<file path="src/rtl/core/i2cm_pkg.sv">
`timescale 1ns / 1ps
// ----------------------------------------------------------------------------
// i2cm_pkg
// Shared types and constants for the I2C memory transfer engine.
// ----------------------------------------------------------------------------
package i2cm_pkg;

  localparam logic [1:0] FUNC_TICK  = 2'd0;
  localparam logic [1:0] FUNC_WRITE = 2'd1;
  localparam logic [1:0] FUNC_READ  = 2'd2;
  localparam logic [1:0] FUNC_DATA  = 2'd3;

  localparam logic [1:0] REG_DEV_ADDR  = 2'd0;
  localparam logic [1:0] REG_ADDR_SIZE = 2'd1;
  localparam logic [1:0] REG_TIMEOUT   = 2'd2;

  localparam int QDEPTH = 4;
  localparam int QAW    = $clog2(QDEPTH);

  typedef struct packed {
    logic [1:0]  func;
    logic [15:0] mem_address;
    logic [15:0] byte_count;
    logic [7:0]  write_byte;
    logic        sda_in;
  } item_t;

  typedef struct packed {
    logic       scl_out;
    logic       sda_out;
    logic       need_data;
    logic [7:0] read_byte;
    logic       read_valid;
    logic       done_res;
    logic       status;
    logic       busy_res;
  } result_t;

  typedef struct packed {
    logic [6:0] device_address;
    logic [1:0] address_bytes;
    logic [7:0] ack_timeout;
  } cfg_t;

endpackage

</file>
<file path="src/rtl/core/i2cm_front.sv">
`timescale 1ns / 1ps
// ----------------------------------------------------------------------------
// i2cm_front
// Input queue: takes item beats and holds them for the bus engine.
// ----------------------------------------------------------------------------
module i2cm_front import i2cm_pkg::*; (
  input  logic  clk,
  input  logic  rst,
  input  logic  push,
  output logic  full,
  input  item_t in_item,
  output logic  q_valid,
  input  logic  q_take,
  output item_t q_item
);

  item_t          mem [QDEPTH];
  logic [QAW-1:0] wr_ptr;
  logic [QAW-1:0] rd_ptr;
  logic [QAW:0]   count;
  logic           do_push;
  logic           do_pop;

  assign full    = count == (QAW+1)'(QDEPTH);
  assign q_valid = count != '0;
  assign q_item  = mem[rd_ptr];
  assign do_push = push && !full;
  assign do_pop  = q_take && q_valid;

  always_ff @(posedge clk) begin
    if (do_push) begin
      mem[wr_ptr] <= in_item;
    end
    if (rst) begin
      wr_ptr <= '0;
      rd_ptr <= '0;
      count  <= '0;
    end else begin
      if (do_push) wr_ptr <= wr_ptr + 1'b1;
      if (do_pop) rd_ptr <= rd_ptr + 1'b1;
      count <= count + (QAW+1)'(do_push) - (QAW+1)'(do_pop);
    end
  end

endmodule

</file>
<file path="src/rtl/core/i2cm_engine.sv">
`timescale 1ns / 1ps
// ----------------------------------------------------------------------------
// i2cm_engine
// Bus sequencer: one item per cycle to a result register; stalls if unpopped.
// ----------------------------------------------------------------------------
module i2cm_engine import i2cm_pkg::*; (
  input  logic    clk,
  input  logic    rst,
  input  cfg_t    cfg,
  input  logic    q_valid,
  output logic    q_take,
  input  item_t   q_item,
  output logic    res_valid,
  input  logic    res_take,
  output result_t res
);

  typedef enum logic [4:0] {
    PH_IDLE, PH_START_A, PH_START_B, PH_START_C, PH_START_D,
    PH_TX_SET, PH_TX_HIGH, PH_TX_LOW, PH_ACK_REL, PH_ACK_HIGH, PH_ACK_POLL,
    PH_RX_HIGH, PH_RX_LOW, PH_MACK_SDA, PH_MACK_HIGH, PH_MACK_LOW, PH_MACK_REL,
    PH_WAIT_DATA, PH_STOP_A, PH_STOP_B, PH_STOP_C
  } phase_t;

  typedef enum logic [1:0] {KIND_DEV_W, KIND_MEM, KIND_DEV_R, KIND_DATA} kind_t;

  phase_t      phase, phase_next;
  logic [2:0]  bit_index, bit_index_next;
  logic [7:0]  shift_byte, shift_byte_next;
  logic [15:0] bytes_left, bytes_left_next;
  logic [15:0] address_hold, address_hold_next;
  logic [1:0]  address_left, address_left_next;
  logic [7:0]  wait_ticks, wait_ticks_next;
  logic        is_read, is_read_next;
  logic        scl_level, scl_level_next;
  logic        sda_level, sda_level_next;
  kind_t       tx_kind, tx_kind_next;
  logic        failed, failed_next;
  logic        valid, done, stat;

  assign q_take = q_valid && (!res_valid || res_take);

  always_comb begin
    phase_next        = phase;
    bit_index_next    = bit_index;
    shift_byte_next   = shift_byte;
    bytes_left_next   = bytes_left;
    address_hold_next = address_hold;
    address_left_next = address_left;
    wait_ticks_next   = wait_ticks;
    is_read_next      = is_read;
    scl_level_next    = scl_level;
    sda_level_next    = sda_level;
    tx_kind_next      = tx_kind;
    failed_next       = failed;
    valid = 1'b0;
    done  = 1'b0;
    stat  = 1'b0;
    case (q_item.func)
      FUNC_WRITE, FUNC_READ: begin
        if (phase == PH_IDLE) begin
          address_hold_next = q_item.mem_address;
          bytes_left_next   = q_item.byte_count;
          address_left_next = (cfg.address_bytes == 2'd3) ? 2'd0 : cfg.address_bytes;
          is_read_next      = q_item.func == FUNC_READ;
          tx_kind_next      = KIND_DEV_W;
          failed_next       = 1'b0;
          bit_index_next    = '0;
          phase_next        = PH_START_A;
        end
      end
      FUNC_DATA: begin
        if (phase == PH_WAIT_DATA) begin
          bytes_left_next = bytes_left - 16'd1;
          shift_byte_next = q_item.write_byte;
          tx_kind_next    = KIND_DATA;
          bit_index_next  = '0;
          phase_next      = PH_TX_SET;
        end
      end
      default: begin
        case (phase)
          PH_START_A: begin sda_level_next = 1'b1; phase_next = PH_START_B; end
          PH_START_B: begin scl_level_next = 1'b1; phase_next = PH_START_C; end
          PH_START_C: begin sda_level_next = 1'b0; phase_next = PH_START_D; end
          PH_START_D: begin
            scl_level_next  = 1'b0;
            shift_byte_next = {cfg.device_address, tx_kind == KIND_DEV_R};
            bit_index_next  = '0;
            phase_next      = PH_TX_SET;
          end
          PH_TX_SET: begin
            sda_level_next  = shift_byte[7];
            shift_byte_next = {shift_byte[6:0], 1'b0};
            phase_next      = PH_TX_HIGH;
          end
          PH_TX_HIGH: begin scl_level_next = 1'b1; phase_next = PH_TX_LOW; end
          PH_TX_LOW: begin
            scl_level_next = 1'b0;
            bit_index_next = bit_index + 3'd1;
            phase_next     = (bit_index == 3'd7) ? PH_ACK_REL : PH_TX_SET;
          end
          PH_ACK_REL: begin sda_level_next = 1'b1; phase_next = PH_ACK_HIGH; end
          PH_ACK_HIGH: begin
            scl_level_next  = 1'b1;
            wait_ticks_next = '0;
            phase_next      = PH_ACK_POLL;
          end
          PH_ACK_POLL: begin
            if (!q_item.sda_in) begin
              scl_level_next = 1'b0;
              if (tx_kind == KIND_DATA) begin
                phase_next = (bytes_left != '0) ? PH_WAIT_DATA : PH_STOP_A;
              end else if (tx_kind == KIND_DEV_R) begin
                phase_next = (bytes_left != '0) ? PH_RX_HIGH : PH_STOP_A;
              end else if (address_left != '0) begin
                shift_byte_next   = address_left[1] ? address_hold[15:8]
                                                    : address_hold[7:0];
                address_left_next = address_left - 2'd1;
                tx_kind_next      = KIND_MEM;
                bit_index_next    = '0;
                phase_next        = PH_TX_SET;
              end else if (is_read) begin
                tx_kind_next = KIND_DEV_R;
                phase_next   = PH_START_A;
              end else begin
                phase_next = (bytes_left != '0) ? PH_WAIT_DATA : PH_STOP_A;
              end
            end else if (wait_ticks >= cfg.ack_timeout) begin
              scl_level_next = 1'b0;
              failed_next    = 1'b1;
              phase_next     = PH_STOP_A;
            end else begin
              wait_ticks_next = wait_ticks + 8'd1;
            end
          end
          PH_RX_HIGH: begin
            sda_level_next = 1'b1;
            scl_level_next = 1'b1;
            phase_next     = PH_RX_LOW;
          end
          PH_RX_LOW: begin
            shift_byte_next = {shift_byte[6:0], q_item.sda_in};
            scl_level_next  = 1'b0;
            bit_index_next  = bit_index + 3'd1;
            if (bit_index == 3'd7) begin
              bytes_left_next = bytes_left - 16'd1;
              valid           = 1'b1;
              phase_next      = PH_MACK_SDA;
            end else begin
              phase_next = PH_RX_HIGH;
            end
          end
          PH_MACK_SDA: begin
            sda_level_next = bytes_left == '0;
            phase_next     = PH_MACK_HIGH;
          end
          PH_MACK_HIGH: begin scl_level_next = 1'b1; phase_next = PH_MACK_LOW; end
          PH_MACK_LOW: begin
            scl_level_next = 1'b0;
            phase_next     = (bytes_left != '0) ? PH_MACK_REL : PH_STOP_A;
          end
          PH_MACK_REL: begin sda_level_next = 1'b1; phase_next = PH_RX_HIGH; end
          PH_STOP_A: begin sda_level_next = 1'b0; phase_next = PH_STOP_B; end
          PH_STOP_B: begin scl_level_next = 1'b1; phase_next = PH_STOP_C; end
          PH_STOP_C: begin
            sda_level_next = 1'b1;
            done           = 1'b1;
            stat           = failed;
            failed_next    = 1'b0;
            phase_next     = PH_IDLE;
          end
          default: ;
        endcase
      end
    endcase
  end

  always_ff @(posedge clk) begin
    if (rst) begin
      phase        <= PH_IDLE;
      bit_index    <= '0;
      shift_byte   <= '0;
      bytes_left   <= '0;
      address_hold <= '0;
      address_left <= '0;
      wait_ticks   <= '0;
      is_read      <= 1'b0;
      scl_level    <= 1'b1;
      sda_level    <= 1'b1;
      tx_kind      <= KIND_DEV_W;
      failed       <= 1'b0;
      res_valid    <= 1'b0;
    end else begin
      res_valid <= q_take || (res_valid && !res_take);
      if (q_take) begin
        phase        <= phase_next;
        bit_index    <= bit_index_next;
        shift_byte   <= shift_byte_next;
        bytes_left   <= bytes_left_next;
        address_hold <= address_hold_next;
        address_left <= address_left_next;
        wait_ticks   <= wait_ticks_next;
        is_read      <= is_read_next;
        scl_level    <= scl_level_next;
        sda_level    <= sda_level_next;
        tx_kind      <= tx_kind_next;
        failed       <= failed_next;
        res.scl_out    <= scl_level_next;
        res.sda_out    <= sda_level_next;
        res.need_data  <= phase_next == PH_WAIT_DATA;
        res.read_byte  <= valid ? shift_byte_next : 8'd0;
        res.read_valid <= valid;
        res.done_res   <= done;
        res.status     <= stat;
        res.busy_res   <= phase_next != PH_IDLE;
      end
    end
  end

endmodule

</file>
<file path="src/rtl/core/i2cm_cfg.sv">
`timescale 1ns / 1ps
// ----------------------------------------------------------------------------
// i2cm_cfg
// Configuration register file.
// ----------------------------------------------------------------------------
module i2cm_cfg import i2cm_pkg::*; (
  input  logic       clk,
  input  logic       rst,
  input  logic       cfg_valid,
  output logic       cfg_ready,
  input  logic [1:0] cfg_index,
  input  logic [7:0] cfg_data,
  output cfg_t       cfg
);

  assign cfg_ready = 1'b1;

  always_ff @(posedge clk) begin
    if (rst) begin
      cfg.device_address <= 7'd0;
      cfg.address_bytes  <= 2'd1;
      cfg.ack_timeout    <= 8'd250;
    end else if (cfg_valid) begin
      case (cfg_index)
        REG_DEV_ADDR:  cfg.device_address <= cfg_data[6:0];
        REG_ADDR_SIZE: cfg.address_bytes  <= cfg_data[1:0];
        REG_TIMEOUT:   cfg.ack_timeout    <= cfg_data;
        default: ;
      endcase
    end
  end

endmodule

</file>
<file path="src/rtl/core/i2c_master_memory_transfer.sv">
`timescale 1ns / 1ps
// ----------------------------------------------------------------------------
// i2c_master_memory_transfer
// I2C master running one register write or read, one bus step per item.
// ----------------------------------------------------------------------------
// Every accepted item (tick, begin write, begin read, write byte) produces
// exactly one result beat. A four-entry input queue feeds the bus sequencer,
// which retires one item per clock into a single result register, so the
// sustained rate is one item per cycle while results are popped; with the
// queue empty, an accepted item is stored in a queue entry and then
// registered in the result register before its beat is on the ports.
module i2c_master_memory_transfer import i2cm_pkg::*; (
  input  logic        clk,
  input  logic        rst,
  input  logic        push,
  output logic        full,
  input  logic [1:0]  func,
  input  logic [15:0] mem_address,
  input  logic [15:0] byte_count,
  input  logic [7:0]  write_byte,
  input  logic        sda_in,
  output logic        empty,
  input  logic        pop,
  output logic        scl_out,
  output logic        sda_out,
  output logic        need_data,
  output logic [7:0]  read_byte,
  output logic        read_valid,
  output logic        done_res,
  output logic        status,
  output logic        busy_res,
  input  logic        cfg_valid,
  output logic        cfg_ready,
  input  logic [1:0]  cfg_index,
  input  logic [7:0]  cfg_data
);

  item_t   in_item, q_item;
  result_t res;
  cfg_t    cfg;
  logic    q_valid, q_take, res_valid;

  assign in_item = '{func: func, mem_address: mem_address, byte_count: byte_count,
                     write_byte: write_byte, sda_in: sda_in};

  i2cm_cfg u_cfg (
    .clk(clk), .rst(rst), .cfg_valid(cfg_valid), .cfg_ready(cfg_ready),
    .cfg_index(cfg_index), .cfg_data(cfg_data), .cfg(cfg)
  );

  i2cm_front u_front (
    .clk(clk), .rst(rst), .push(push), .full(full), .in_item(in_item),
    .q_valid(q_valid), .q_take(q_take), .q_item(q_item)
  );

  i2cm_engine u_engine (
    .clk(clk), .rst(rst), .cfg(cfg), .q_valid(q_valid), .q_take(q_take),
    .q_item(q_item), .res_valid(res_valid), .res_take(pop && res_valid), .res(res)
  );

  assign empty      = !res_valid;
  assign scl_out    = res.scl_out;
  assign sda_out    = res.sda_out;
  assign need_data  = res.need_data;
  assign read_byte  = res.read_byte;
  assign read_valid = res.read_valid;
  assign done_res   = res.done_res;
  assign status     = res.status;
  assign busy_res   = res.busy_res;

endmodule

</file>
<file path="config.mk">
export PLATFORM = sky130hd
export DESIGN_NAME = i2c_master_memory_transfer
export DESIGN_NICKNAME = d
export VERILOG_FILES = /design/src/rtl/core/i2cm_pkg.sv /design/src/rtl/core/i2cm_front.sv /design/src/rtl/core/i2cm_engine.sv /design/src/rtl/core/i2cm_cfg.sv /design/src/rtl/core/i2c_master_memory_transfer.sv
export SDC_FILE = /design/constraint.sdc
export NUM_CORES = 1
export LEC_CHECK = 0
export BUFFER_PORTS_ARGS = -buffer_cell sky130_fd_sc_hd__buf_2
export CAP_MARGIN = 20
export CORE_MARGIN = 2
export CORE_UTILIZATION = 61
export DETAILED_ROUTE_END_ITERATION = 12
export PLACE_DENSITY_LB_ADDON = 0.1
export SKIP_LAST_GASP = 1
export SLEW_MARGIN = 20
export SYNTH_ARGS = -nofsm -noshare
export SYNTH_HDL_FRONTEND = slang
export SYNTH_SLANG_ARGS = --single-unit
export TNS_END_PERCENT = 5
</file>
<file path="constraint.sdc">
create_clock -name clk -period 5.5 [get_ports clk]
set_clock_uncertainty 0.2 [all_clocks]
set_input_delay 0.275 -clock clk [delete_from_list [all_inputs] [get_ports clk]]
set_output_delay 0.275 -clock clk [all_outputs]
set_load 0.005 [all_outputs]
</file>
==> impl_results.md <==
* DR vias/cell at 5.939
* Initial antenna violation count at 0
* Core area at 20040 um^2
* Die Wd at 146.3 um
* Status: complete, no violations
* Clock buffer depth at 3
* WP data required at 5690 ps
* Combinational family with the most area after synthesis: simple AND/OR/NAND/NOR gates
* Ys flop type: edfxtp_1
* Clock buffer count from CTS at 29
* Max-cap check violation count at 0
* Total global-route track usage at 26.27%
* Post-Synthesis Cells at between 1000 and 1500
* # rows at 52
* CTS tree: built
* Min Tclk post-route at around 3900 ps
* First-pass GRT wire length at 44830 um
* Final Setup Violations at 0
* Worst Path Arrival at around 4100 ps
* Pin count of the biggest net entering global routing at 74
* RSZ-0062 raised after global routing: false
* Warnings, synthesis at 0
* Crit end category: flip-flop
* # nets final at about 1200
* Seq cells post-synth at 278
* Critical Setup Path Class: reg -> reg
* GRT overflow at 0
* Root buf cell: clkbuf_16
* Seq/Total Area, Yosys at 60.23%
* Post-Place Worst Slack at between 1500 and 2000 ps
* Post-detailed-route wirelength per cell at around 20 um
* # IOs at 76
* HPWL after detailed placement at roughly 17000 um
* Cts hold-fix bufs at 57
* XOR/XNOR Fraction of Synth Area at 0.5674%
* Leakage at roughly 5 nW
* Synth Area in Compound Gates at 11.76%
* Syn avg cell area at 12.24 um^2
* Crit share post-route at 70.95%
* GPL Wtd Cong at about 0.84
* Area growth syn-to-layout at 16.50%
* Fmax at 256.3 MHz
* Clock-pin slew on the worst setup and hold paths at 60 ps
* Maximum VDD drop at about 320 uV
* Drt pass-1 iters at 5
* ANT nets after route at 0
* Mux share of post-synthesis cell area at 9.667%
* Port Buf Inserts at 74
* Die Span Y at around 150 um
* Flop-to-flop setup slack at about 1600 ps
* Vias in the first global route at roughly 8300
* Overall die area at 21400 um^2
* Total number of vias at between 8000 and 9000
* # diodes at 0
* EDFF count, synth at between 150 and 200
* Post-cts resize count at 0
* Syn nets at 1092
* Adder and majority gate portion of the synthesized area at 2.594%
* FF+latch area at 7440 um^2
* HP Class: in -> reg
* Asr flop ratio synth at 0%
* Final WS setup at roughly 1600 ps
* Routed WL at approximately 28000 um
* Most frequent cells in the layout: edfxtp_1, nand2_1, dfxtp_1
* CP Launch Type: flip-flop
* Worst Tran Pin Value at 1138 ps
* Mapped Area at 12350 um^2
* Multi-input logic area at 4522 um^2
* Max-slew headroom at between 20% and 30%
* Iter 0 DRT Violations at 775
* Starting Density at between 60% and 70%
* Postcts setup bufs at 0
* Final TNS setup at 0 ps
* Power per cell area at 499.7 nW/um^2
* Synth Area in Simple Gates at 11.81%
* Synth unique cells at 73
* Worst skew pair latency at 530 ps
* Sink Count at 278
* Maximum fanout along the worst path at 32
* Residual DRC count at 0
* Fin. Hold Viols at 0
* Layout cells sized above 1 at roughly 17%
* Pins over their slew limit at 0
* Commonest non-fill, non-tap cell in the layout: edfxtp_1
* FILL cells at roughly 1400
* H-tree depth at 1
path summary, 6_finish.rpt:
path	startpoint	end	depth (start not counted)
worst max-delay path	flip-flop	u_engine.bytes_left[6]	9
worst min-delay path	push	u_front.wr_ptr[0]	4
worst max register to register	flip-flop	u_engine.bytes_left[6]	9
worst min register to register	u_engine.address_hold[11]	u_engine.address_hold[11]	2
flip-flops by register name, summed over array words and instances, names as in the netlist, named ones only:
signal / flops
u_engine.shift_byte: 8
u_engine.failed: 1
u_front.wr_ptr: 2
u_front.count: 3
u_engine.phase: 5
u_engine.address_left: 2
u_engine.res_valid: 1
u_engine.bit_index: 3
u_front.mem: 172
u_cfg.cfg: 17
u_engine.is_read: 1
u_engine.res: 15
u_engine.wait_ticks: 8
u_engine.scl_level: 1
u_front.rd_ptr: 2
u_engine.address_hold: 16
u_engine.tx_kind: 2
u_engine.sda_level: 1
u_engine.bytes_left: 16
metrics by stage:
stage	cells	hold slack, ps	power [W]	utilization (%)	area (um^2)
3_5_place_dp	1306	247.8	0.005328	64.52	12930
4_1_cts	1416	53.69	0.007188	71.78	14390
2_1_floorplan	1009	173.9	0.004672	-	12350
6_report	1416	65.92	0.007188	71.78	14390
5_1_grt	1416	105.7	0.007618	71.78	14390
3_3_place_gp	1306	240.4	0.005289	64.52	12930
critical path, stage by stage, from the launching register on:
cell	delay (ps)
dfxtp_2	670
mux4_2	620
inv_1	130
ha_1	840
inv_1	340
a31oi_1	340
a2111oi_4	70
buf_4	270
a22oi_1	200
nor2_1	60
logic make-up after synthesis:
group                      count (synthesis)
xor gates and xnor gates                   8
other                                      1
buffers and inverters                    101
AOI/OAI and AO/OA                        228
and+or+nand+nor                          303
adders and majority gates                 25
DFF                                      278
muxes                                     65
Yosys cell counts, types with 5 or more instances:
| cell | number | area, um^2 |
|---|---|---|
| nor3b_1 | 8 | 60.06 |
| nor2_1 | 77 | 289.0 |
| nand3_1 | 27 | 135.1 |
| nand2b_1 | 16 | 100.1 |
| mux4_2 | 42 | 945.9 |
| o31ai_1 | 6 | 45.04 |
| buf_2 | 8 | 40.04 |
| and3_1 | 7 | 43.79 |
| o211ai_1 | 11 | 82.58 |
| inv_1 | 37 | 138.9 |
| a221oi_1 | 8 | 70.07 |
| mux2i_1 | 21 | 210.2 |
| o2111a_1 | 6 | 67.56 |
| and2_1 | 9 | 56.30 |
| dfxtp_1 | 91 | 1822 |
| o21ai_0 | 46 | 230.2 |
| a21oi_1 | 73 | 365.4 |
| nand2_1 | 98 | 367.9 |
| a31oi_1 | 13 | 81.33 |
| clkbuf_1 | 47 | 176.4 |
| a211oi_1 | 5 | 37.54 |
| nor3_1 | 15 | 75.07 |
| nor4_1 | 5 | 31.28 |
| a22oi_1 | 14 | 105.1 |
| ha_1 | 24 | 300.3 |
| nor2b_1 | 11 | 68.82 |
| edfxtp_1 | 187 | 5615 |
| o21ai_1 | 8 | 40.04 |
| or3_1 | 7 | 43.79 |
per-layer routing:
metal	up-vias	wire length (um)	part of all wire (%)	track usage, %
met5	-	0	0	0
met4	0	510	1.8	5.825
met3	40	1478	5.4	2.969
met2	267	13300	48	42.36
met1	4075	12310	45	39.26
li1	4027	-	-	-
cell type report:
| type | instances | share of cell area (%) |
|---|---|---|
| Clock buffer | 35 | 5.201 |
| Clock inverter | 18 | 0.9568 |
| Inverter | 39 | 1.018 |
| Multi-Input combinational cell | 630 | 31.43 |
| Sequential cell | 278 | 51.72 |
| Tap cell | 270 | 2.348 |
| Timing Repair Buffer | 146 | 7.324 |
power breakdown:
part | internal, W | switching (W)
Sequential | 0.00259 | 0.000246
Clock | 0.00106 | 0.000775
Combinational | 0.000995 | 0.00153
Total | 0.00464 | 0.00255
No activity file was read; power rests on OpenSTA's default activity.
